$ cat src/rtl/tsdf_pkg.sv
// Shared constants for the TURN-over-TCP stream deframer.
// Used by turn_tcp_stream_deframer and its port checker; no dependencies.
package tsdf_pkg;

  localparam int unsigned ByteW = 8;
  localparam int unsigned ModeW = 2;
  localparam int unsigned KindW = 2;
  localparam int unsigned LenW  = 16;
  localparam int unsigned RemW  = 17;

  // framing_mode register codes (anything else is unsupported)
  localparam logic [ModeW-1:0] ModeStandard = 2'd0;
  localparam logic [ModeW-1:0] ModePrefix   = 2'd1;

  // message_kind codes
  localparam logic [KindW-1:0] KindStun = 2'd0;
  localparam logic [KindW-1:0] KindChan = 2'd1;
  localparam logic [KindW-1:0] KindAlt  = 2'd2;

  // standard header position codes
  localparam logic [1:0] HdrPos0 = 2'd0;
  localparam logic [1:0] HdrPos1 = 2'd1;
  localparam logic [1:0] HdrPos2 = 2'd2;
  localparam logic [1:0] HdrPos3 = 2'd3;

  localparam logic [LenW-1:0] StunLimit    = 16'h4000;
  localparam int unsigned     StunHdrExtra = 20;
  localparam int unsigned     ChanHdrExtra = 4;
  localparam int unsigned     StdHeaderLen = 4;

  // body bytes after the header beyond the padded length field
  localparam logic [RemW-1:0] StunBodyExtra = RemW'(StunHdrExtra - StdHeaderLen);
  localparam logic [RemW-1:0] ChanBodyExtra = RemW'(ChanHdrExtra - StdHeaderLen);

endpackage

$ cat src/rtl/turn_tcp_stream_deframer.sv
// TURN-over-TCP stream deframer, top level.
// Depends on tsdf_pkg.
//
// Splits a byte stream into TURN messages. One stream byte per input transfer; every byte that
// yields a result appears in the output register in the cycle after its transfer, with the
// final byte of a message flagged. The block takes one byte per clock unless the output stalls:
// the framing state (header position, length high byte, remaining count, kind) is updated by a
// single pass of logic in the accepting cycle, and the result sits in one output register. A new
// byte is taken whenever that register is empty or is being drained in the same cycle, so with
// the output side always ready the sustained rate is one byte per cycle; a stalled output holds
// the input off. Standard mode (framing_mode 0) reads a 4-byte header (STUN when the first 16
// bits are below 0x4000, else ChannelData), passes header, body and pad bytes on, and expects
// the total padded to a multiple of 4. Prefix mode (1) strips a 2-byte big-endian length, adds
// no pad, and reports a zero length as one empty-message result; prefix bytes give no other
// result. Other modes answer each byte with mode_error set and all other fields zero. A write to
// framing_mode restarts the deframer at a message boundary; write it only while idle.
module turn_tcp_stream_deframer (
  input  logic                          clk_i,
  input  logic                          rst_ni,
  // configuration write channel
  input  logic                          cfg_valid_i,
  output logic                          cfg_ready_o,
  input  logic [tsdf_pkg::ModeW-1:0]    framing_mode_i,
  // stream input
  input  logic                          in_valid_i,
  output logic                          in_ready_o,
  input  logic [tsdf_pkg::ByteW-1:0]    stream_byte_i,
  // message output
  output logic                          out_valid_o,
  input  logic                          out_ready_i,
  output logic [tsdf_pkg::ByteW-1:0]    message_byte_o,
  output logic                          last_of_message_o,
  output logic [tsdf_pkg::KindW-1:0]    message_kind_o,
  output logic                          empty_message_o,
  output logic                          mode_error_o
);
  import tsdf_pkg::*;

  // framing state
  logic [ModeW-1:0] mode_q;
  logic [1:0]       hdr_cnt_q, hdr_cnt_d;
  logic [ByteW-1:0] len_hi_q, len_hi_d;
  logic [RemW-1:0]  rem_q, rem_d;
  logic [KindW-1:0] kind_q, kind_d;

  // result of the byte being accepted
  logic             res_valid;
  logic [ByteW-1:0] res_byte;
  logic             res_last;
  logic [KindW-1:0] res_kind;
  logic             res_empty;
  logic             res_err;

  // output register
  logic             out_valid_q;
  logic [ByteW-1:0] out_byte_q;
  logic             out_last_q;
  logic [KindW-1:0] out_kind_q;
  logic             out_empty_q;
  logic             out_err_q;

  logic             in_xfer;
  logic             cfg_xfer;
  logic [LenW-1:0]  len_field;
  logic [RemW-1:0]  len_padded;

  assign cfg_ready_o = 1'b1;
  assign cfg_xfer    = cfg_valid_i && cfg_ready_o;

  // output register frees up when empty or draining this cycle
  assign in_ready_o = !out_valid_q || out_ready_i;
  assign in_xfer    = in_valid_i && in_ready_o;

  assign len_field  = {len_hi_q, stream_byte_i};
  // round the 16-bit length up to a multiple of 4, in 17 bits
  assign len_padded = ({1'b0, len_field} + RemW'(3)) & ~RemW'(3);

  always_comb begin
    hdr_cnt_d = hdr_cnt_q;
    len_hi_d  = len_hi_q;
    rem_d     = rem_q;
    kind_d    = kind_q;
    res_valid = 1'b0;
    res_byte  = '0;
    res_last  = 1'b0;
    res_kind  = KindStun;
    res_empty = 1'b0;
    res_err   = 1'b0;

    if (mode_q != ModeStandard && mode_q != ModePrefix) begin
      // unsupported mode: discard byte, hold state
      res_valid = 1'b1;
      res_err   = 1'b1;
    end else if (rem_q != '0) begin
      // body or pad byte
      rem_d     = rem_q - RemW'(1);
      res_valid = 1'b1;
      res_byte  = stream_byte_i;
      res_last  = (rem_q == RemW'(1));
      res_kind  = kind_q;
    end else if (mode_q == ModeStandard) begin
      res_valid = 1'b1;
      res_byte  = stream_byte_i;
      res_kind  = kind_q;
      unique case (hdr_cnt_q)
        HdrPos0: begin
          kind_d    = ({stream_byte_i, 8'h00} < StunLimit) ? KindStun : KindChan;
          res_kind  = kind_d;
          hdr_cnt_d = HdrPos1;
        end
        HdrPos1: begin
          hdr_cnt_d = HdrPos2;
        end
        HdrPos2: begin
          len_hi_d  = stream_byte_i;
          hdr_cnt_d = HdrPos3;
        end
        HdrPos3: begin
          rem_d     = len_padded + ((kind_q == KindStun) ? StunBodyExtra : ChanBodyExtra);
          hdr_cnt_d = HdrPos0;
          res_last  = (rem_d == '0);
        end
        default: begin
          hdr_cnt_d = HdrPos0;
        end
      endcase
    end else begin
      // prefix mode: length bytes are stripped
      kind_d = KindAlt;
      if (hdr_cnt_q == HdrPos0) begin
        len_hi_d  = stream_byte_i;
        hdr_cnt_d = HdrPos1;
      end else begin
        hdr_cnt_d = HdrPos0;
        rem_d     = {1'b0, len_field};
        if (len_field == '0) begin
          res_valid = 1'b1;
          res_last  = 1'b1;
          res_kind  = KindAlt;
          res_empty = 1'b1;
        end
      end
    end
  end

  always_ff @(posedge clk_i or negedge rst_ni) begin
    if (!rst_ni) begin
      mode_q    <= ModeStandard;
      hdr_cnt_q <= HdrPos0;
      len_hi_q  <= '0;
      rem_q     <= '0;
      kind_q    <= KindStun;
    end else if (cfg_xfer) begin
      mode_q    <= framing_mode_i;
      hdr_cnt_q <= HdrPos0;
      rem_q     <= '0;
    end else if (in_xfer) begin
      hdr_cnt_q <= hdr_cnt_d;
      len_hi_q  <= len_hi_d;
      rem_q     <= rem_d;
      kind_q    <= kind_d;
    end
  end

  always_ff @(posedge clk_i or negedge rst_ni) begin
    if (!rst_ni) begin
      out_valid_q <= 1'b0;
    end else if (in_xfer) begin
      out_valid_q <= res_valid;
    end else if (out_ready_i) begin
      out_valid_q <= 1'b0;
    end
  end

  // payload needs no reset
  always_ff @(posedge clk_i) begin
    if (in_xfer) begin
      out_byte_q  <= res_byte;
      out_last_q  <= res_last;
      out_kind_q  <= res_kind;
      out_empty_q <= res_empty;
      out_err_q   <= res_err;
    end
  end

  assign out_valid_o       = out_valid_q;
  assign message_byte_o    = out_byte_q;
  assign last_of_message_o = out_last_q;
  assign message_kind_o    = out_kind_q;
  assign empty_message_o   = out_empty_q;
  assign mode_error_o      = out_err_q;

endmodule

$ cat config.mk
export PLATFORM = sky130hd
export DESIGN_NAME = turn_tcp_stream_deframer
export DESIGN_NICKNAME = d
export VERILOG_FILES = /design/src/rtl/tsdf_pkg.sv /design/src/rtl/turn_tcp_stream_deframer.sv
export SDC_FILE = /design/constraint.sdc
export NUM_CORES = 1
export LEC_CHECK = 0
export BUFFER_PORTS_ARGS = -buffer_cell sky130_fd_sc_hd__clkbuf_2
export CAP_MARGIN = 20
export CORE_MARGIN = 5
export CORE_UTILIZATION = 60
export CTS_CLUSTER_SIZE = 12
export DETAILED_ROUTE_END_ITERATION = 10
export PLACE_DENSITY = 0.81
export SLEW_MARGIN = 20
export SYNTH_ARGS = -nofsm -noshare
export SYNTH_HDL_FRONTEND = slang
export SYNTH_SLANG_ARGS = --single-unit
export TNS_END_PERCENT = 5
$ cat constraint.sdc
create_clock -name clk_i -period 3.2 [get_ports clk_i]
set_clock_uncertainty 0.1 [all_clocks]
set_input_delay 0.64 -clock clk_i [delete_from_list [all_inputs] [get_ports clk_i]]
set_output_delay 0.64 -clock clk_i [all_outputs]
set_load 0.01 [all_outputs]
==> results.toml, run 1 <==
[run_status]
status = "complete, no violations"

[finish]
antennaDiodeCount = 0
syn_to_final_growth_pct = 11.9
layout-drive-gt1-share_pct = 17.5
final_nets = 410

[critical_path]
crit_top_cell = "ha_1"
endpoint_kind = "register"
worstPathArrival_ps = 2830
max_stage_delay_ps = 520
cp-start-kind = "primary input"
critPathTopFamily = "simple AND/OR/NAND/NOR gates"
cpMaxStageDelayCell = "or4_1"
cp_cell_sequence = "clkbuf_2, o211ai_1, xnor2_1, ha_1, ha_1, inv_1, or4_1, a21o_1, nand3_1, nand4_1, o31ai_1"
path_buf_inv = 2
crit_type = "primary input to register"
required_ps = 3240
path_max_fanout = 8
rrSetupSlack_ps = 430

[floorplan]
rows = 26
core_um2 = 5070
die-area_um2 = 6760
fp.dieW_um = 82.2
pin_count = 31
start_util_pct = 61.7
die_y_um = 82.2

[power]
p_int_mw = 1.58
power_density_nw_per_um2 = 778
power_frac_clock_pct = 18.8
power_switching_share_pct = 42.0
switching_power_mw = 1.15
p_leak_nw = 1.42
finalPower_mw = 2.72
p_comb_share_pct = 46.0
ir_drop_mv = 0.489
power_frac_seq_pct = 35.2

[timing]
hold_viol_final = 0
setup_viol = 0
tightestPinTransition_ps = 861
finalCriticalPeriod_ps = 2790
finalCritPeriodShare_pct = 87.3
fin_ws_ps = 408
hold_slack_ps = 337
max_freq_mhz = 358
rsz0062_at_grt = "false"
maxSlewViolCount = 0
relSlewSlack_pct = 42.6
fin_tns_setup_ps = 0

[cts]
cts_root_buf = "clkbuf_8"
cts_buffers = 5
clkLatencyLatePin_ps = 300
cts_max_level = 2
cts_resized = 0
cts_sinks = 45
post_cts_buffers = 0
cts_buffer_depth = 2
cts_tree = "built"
path_clk_slew_ps = 90
holdBufCountCts = 0

[synthesis]
syn-instance-count = 363
yosys.area_share.simple_pct = 25.5
ys_seq_elements = 45
syn_avg_cell_area_um2 = 8.62
synth_mux_area_share_pct = 3.84
synth_xor_area_share_pct = 3.36
synth_top_area_share_pct = 25.6
async_flop_share_pct = 71.1
seq_area_frac_synth_pct = 38.1
synth_area_um2 = 3130
synth_top_family_by_area = "simple AND/OR/NAND/NOR gates"
ys.flop_type = "dfrtp_1"
yosysMostFrequentCell = "nand2_1"
yosys.area_share.adder_pct = 3.52
yosys-top-cells-area = "dfrtp_1 (26%), edfxtp_1 (12%), o21ai_0 (4.6%), nand2_1 (4.3%), nor2_1 (3.5%)"
synth.largest_area_cell = "dfrtp_1"
yosysWarningCount = 0
synth_common_cells = "nand2_1 (36), dfrtp_1 (32), nor2_1 (29), o21ai_0 (29), a21oi_1 (18)"
synth-compound-area-share_pct = 20.7
ys_types = 59
synth-edff-count = 13
synthesis.nets = 386

[global_route]
antenna_found_initial = 0
grt_pass1_wl_um = 14200
grt_overflow_total = 0
grt_usage_pct = 28.0
grt_pass1_vias = 2867
grt_start_max_net_pins = 33

[detailed_routing]
routed_wl_um = 8530
wl_per_cell_um = 18.6
drt-pass1-iter-count = 5
post-route-drc-count = 0
viasPerCell = 6.46
drt_iter0_drc = 274
antenna_left = 0
num_vias = 2959

[placed_design]
io_buffers = 29
gp_congestion = 0.930
hpwl_um = 6280
place_ws_ps = 142

[hold_path]
min_path_type = "primary input to asynchronous set/reset pin"

[run]
drv_cap = 0
==> layout by cell type, fill, tap and decap left out, types with 5 or more instances in the layout <==
cell type	n
a211oi_1	5
a21oi_1	18
a31oi_1	6
and2_1	13
and3_1	5
buf_4	14
clkbuf_2	29
clkbuf_8	5
dfrtp_1	32
edfxtp_1	13
ha_1	8
inv_1	13
mux2_2	8
nand2_1	36
nand3_1	13
nand4_1	8
nor2_1	29
nor3_1	9
nor4_1	10
o211ai_1	5
o21ai_0	29
o31ai_1	8
or3_1	6
or4_1	6
xnor2_1	7
xor2_1	5
==> worst paths after layout <==
check	from	endpoint	cells after the start
setup reg to reg	rem_q[8]	rem_q[15]	6
max in group asynchronous	rst_ni	len_hi_q[4]	1
min in group clk_i	out_valid_o	out_valid_o	2
hold reg to reg	out_valid_o	out_valid_o	2
setup / recovery	stream_byte_i[0]	last_of_message_o	11
hold / removal	rst_ni	kind_q[1]	1
==> power groups by stage <==
stage	registers, mW	clock network [mW]	logic [mW]
detailed placement	0.961	0	1.23
global placement	0.961	0	1.22
floorplan	0.886	0	0.957
CTS	0.950	0.516	1.24
global route	0.988	0.545	1.40
finish	0.960	0.512	1.25
==> registers in the layout, indices dropped and copies added, names as in the netlist <==
signal / flops
rem_q: 17
len_hi_q: 8
message_byte_o: 8
hdr_cnt_q: 2
kind_q: 2
message_kind_o: 2
mode_q: 2
empty_message_o: 1
last_of_message_o: 1
mode_error_o: 1
out_valid_o: 1
==> area by class of cell <==
cell class / instances / area [um^2]
multi-input cells: 279 / 1790
fillers: 412 / 1570
flip-flops and latches: 45 / 1190
repair buffers: 43 / 250
well taps: 70 / 87.6
clock buffers: 5 / 68.8
clock inverters: 3 / 65.1
inverters: 13 / 48.8
==> routing by layer <==
layer  vias up  global-route usage (%)  part of all wire, %
li1       1395                       -                    -
met1      1400                    38.1                   43
met2       139                    44.2                   46
met3        25                    5.75                  8.4
met4         0                    9.80                  2.0
met5         -                       0                    0
==> worst reg2reg max path: stages, from the launching register on <==
cell     delay (ps)
dfrtp_1         440
or4_4           540
nor4_1          510
nand2_1         170
or3_1           340
or4_1           400
a31oi_1         190
==> kinds of logic (layout without fill, tap and decap cells) <==
group	Yosys count	in the layout
buffers and inverters	39	64
adders and majority gates	9	9
xor gates and xnor gates	12	12
DFF	45	45
and+or+nand+nor	151	151
other	1	1
muxes	11	11
AOI/OAI and AO/OA	95	95
==> metrics by stage <==
stage | utilization (%) | cell area [um^2] | std cells
floorplan | - | 3130 | 363
global placement | 66.4 | 3370 | 450
detailed placement | 66.4 | 3370 | 450
CTS | 69.0 | 3500 | 458
global route | 69.0 | 3500 | 458
finish | 69.0 | 3500 | 458
Power figures use the tool's default switching activity.
==> run 2: changes to the inputs <==
Settings changed: CELL_PAD_IN_SITES_DETAIL_PLACEMENT from default to 1, CELL_PAD_IN_SITES_GLOBAL_PLACEMENT from default to 1, CORE_UTILIZATION 60 to 45, PLACE_DENSITY 0.81 to default, PLACE_DENSITY_LB_ADDON from default to 0.1.
Clock period 3.2 ns to 3.1 ns, I/O delays scaled along.
==> results.toml, run 2 (synthesis gave the netlist of run 1 again) <==
[run_status]
status = "complete, no violations"

[global_route]
grt_overflow_total = 0
antenna_found_initial = 0
met1_usage_pct = 32.8
use_met3_pct = 3.94
grt_pass1_wl_um = 16500
busiest_layer = "met2"
grt_pass1_vias = 3153
grt_usage_pct = 24.6
grt_start_max_net_pins = 33
use_met2_pct = 40.4

[floorplan]
rows = 30
core_um2 = 6790
fp.dieW_um = 93.4
start_util_pct = 46.1
die_y_um = 93.4
die-area_um2 = 8720
pin_count = 31

[timing]
hold_slack_ps = 319
max_freq_mhz = 358
maxSlewViolCount = 0
setup_viol = 0
relSlewSlack_pct = 41.8
fin_ws_ps = 305
fin_tns_setup_ps = 0
hold_viol_final = 0
finalCritPeriodShare_pct = 90.2
tightestPinTransition_ps = 874
rsz0062_at_grt = "false"
finalCriticalPeriod_ps = 2790

[critical_path]
regToRegStartpoint = "rem_q[8]"
path_buf_inv = 1
cp-start-kind = "register"
cp_cell_sequence = "or4_4, nand4bb_4, o41a_1, nor2_1, buf_4, or3_1, a21oi_1"
crit_type = "register to register"
critPathTopFamily = "simple AND/OR/NAND/NOR gates"
required_ps = 3160
cpMaxStageDelayCell = "o41a_1"
endpoint_kind = "register"
reg2reg_to = "rem_q[16]"
ff2ff_path_depth = 7
path_max_fanout = 8
worstPathArrival_ps = 2860
max_stage_delay_ps = 560
rrSetupSlack_ps = 310

[finish]
fin_cells = 493
postLayoutCoreUtil_pct = 52.4
layout-drive-gt1-share_pct = 19.1
multi_input_area_um2 = 1790
final_nets = 419
largest_register_ffs = 17
seqCellArea_um2 = 1190
final_cell_mix = "nand2_1 (36), dfrtp_1 (32), nor2_1 (29), o21ai_0 (29), clkbuf_2 (29)"
final_common_cell = "nand2_1"
regMostFlops = "rem_q"
antennaDiodeCount = 0
fill_cells = 816
syn_to_final_growth_pct = 13.9

[power]
p_leak_nw = 1.44
ir_drop_mv = 0.310
power_density_nw_per_um2 = 775

[cts]
cts_sinks = 45
path_clk_slew_ps = 90
cts_resized = 0
post_cts_buffers = 0
clkLatencyLatePin_ps = 300
cts_max_level = 2
holdBufCountCts = 0
cts_buffer_depth = 2
cts_buffers = 5
cts_tree = "built"
cts_root_buf = "clkbuf_8"

[placed_design]
dp_cells = 485
io_buffers = 29
place_ws_ps = 58.9
gp_congestion = 0.955
hpwl_um = 7820

[detailed_routing]
antenna_left = 0
routed_wl_um = 10100
wl_per_cell_um = 20.5
drt-pass1-iter-count = 4
num_vias = 3056
drt_iter0_drc = 147
post-route-drc-count = 0
viasPerCell = 6.20

[hold_path]
min_path_type = "primary input to asynchronous set/reset pin"

[run]
drv_cap = 0
[run 2: where the power goes]
part	total, mW	leakage (nW)	internal, mW	switching, mW
sequential	1.00	0.545	0.772	0.233
combinational	1.40	0.855	0.576	0.820
clock	0.361	0.0450	0.157	0.204
total	2.76	1.44	1.50	1.26
[run 2: routing by layer]
layer / wire length [um] / part of all wire (%) / vias to the layer above
met5: 0 / 0 / -
met3: 363 / 3.6 / 24
li1: - / - / 1409
met2: 4760 / 47 / 74
met1: 4710 / 46 / 1549
met4: 299 / 3.0 / 0
[run 2: worst max-delay path by stage]
stage	cells past startpoint	start	end
finish	7	rem_q[8]	rem_q[16]
global route	7	rem_q[8]	rem_q[10]
CTS	7	rem_q[8]	rem_q[16]
detailed placement	11	stream_byte_i[1]	last_of_message_o
global placement	11	stream_byte_i[1]	last_of_message_o
floorplan	12	stream_byte_i[3]	last_of_message_o
[run 2: stage by stage]
stage	area [um^2]	total power, mW
after floorplan	3130	1.90
after CTS	3560	2.76
after global placement	3480	2.35
final	3560	2.76
after global routing	3560	2.98
after detailed placement	3480	2.40
[run 2: layout make-up]
class / count / share of cell area [%]
inverter: 13 / 1.37
clock buffer: 6 / 2.04
timing repair buffer: 52 / 9.27
tap: 96 / 3.37
clock inverter: 2 / 0.281
sequential: 45 / 33.4
multi-input combinational: 279 / 50.2
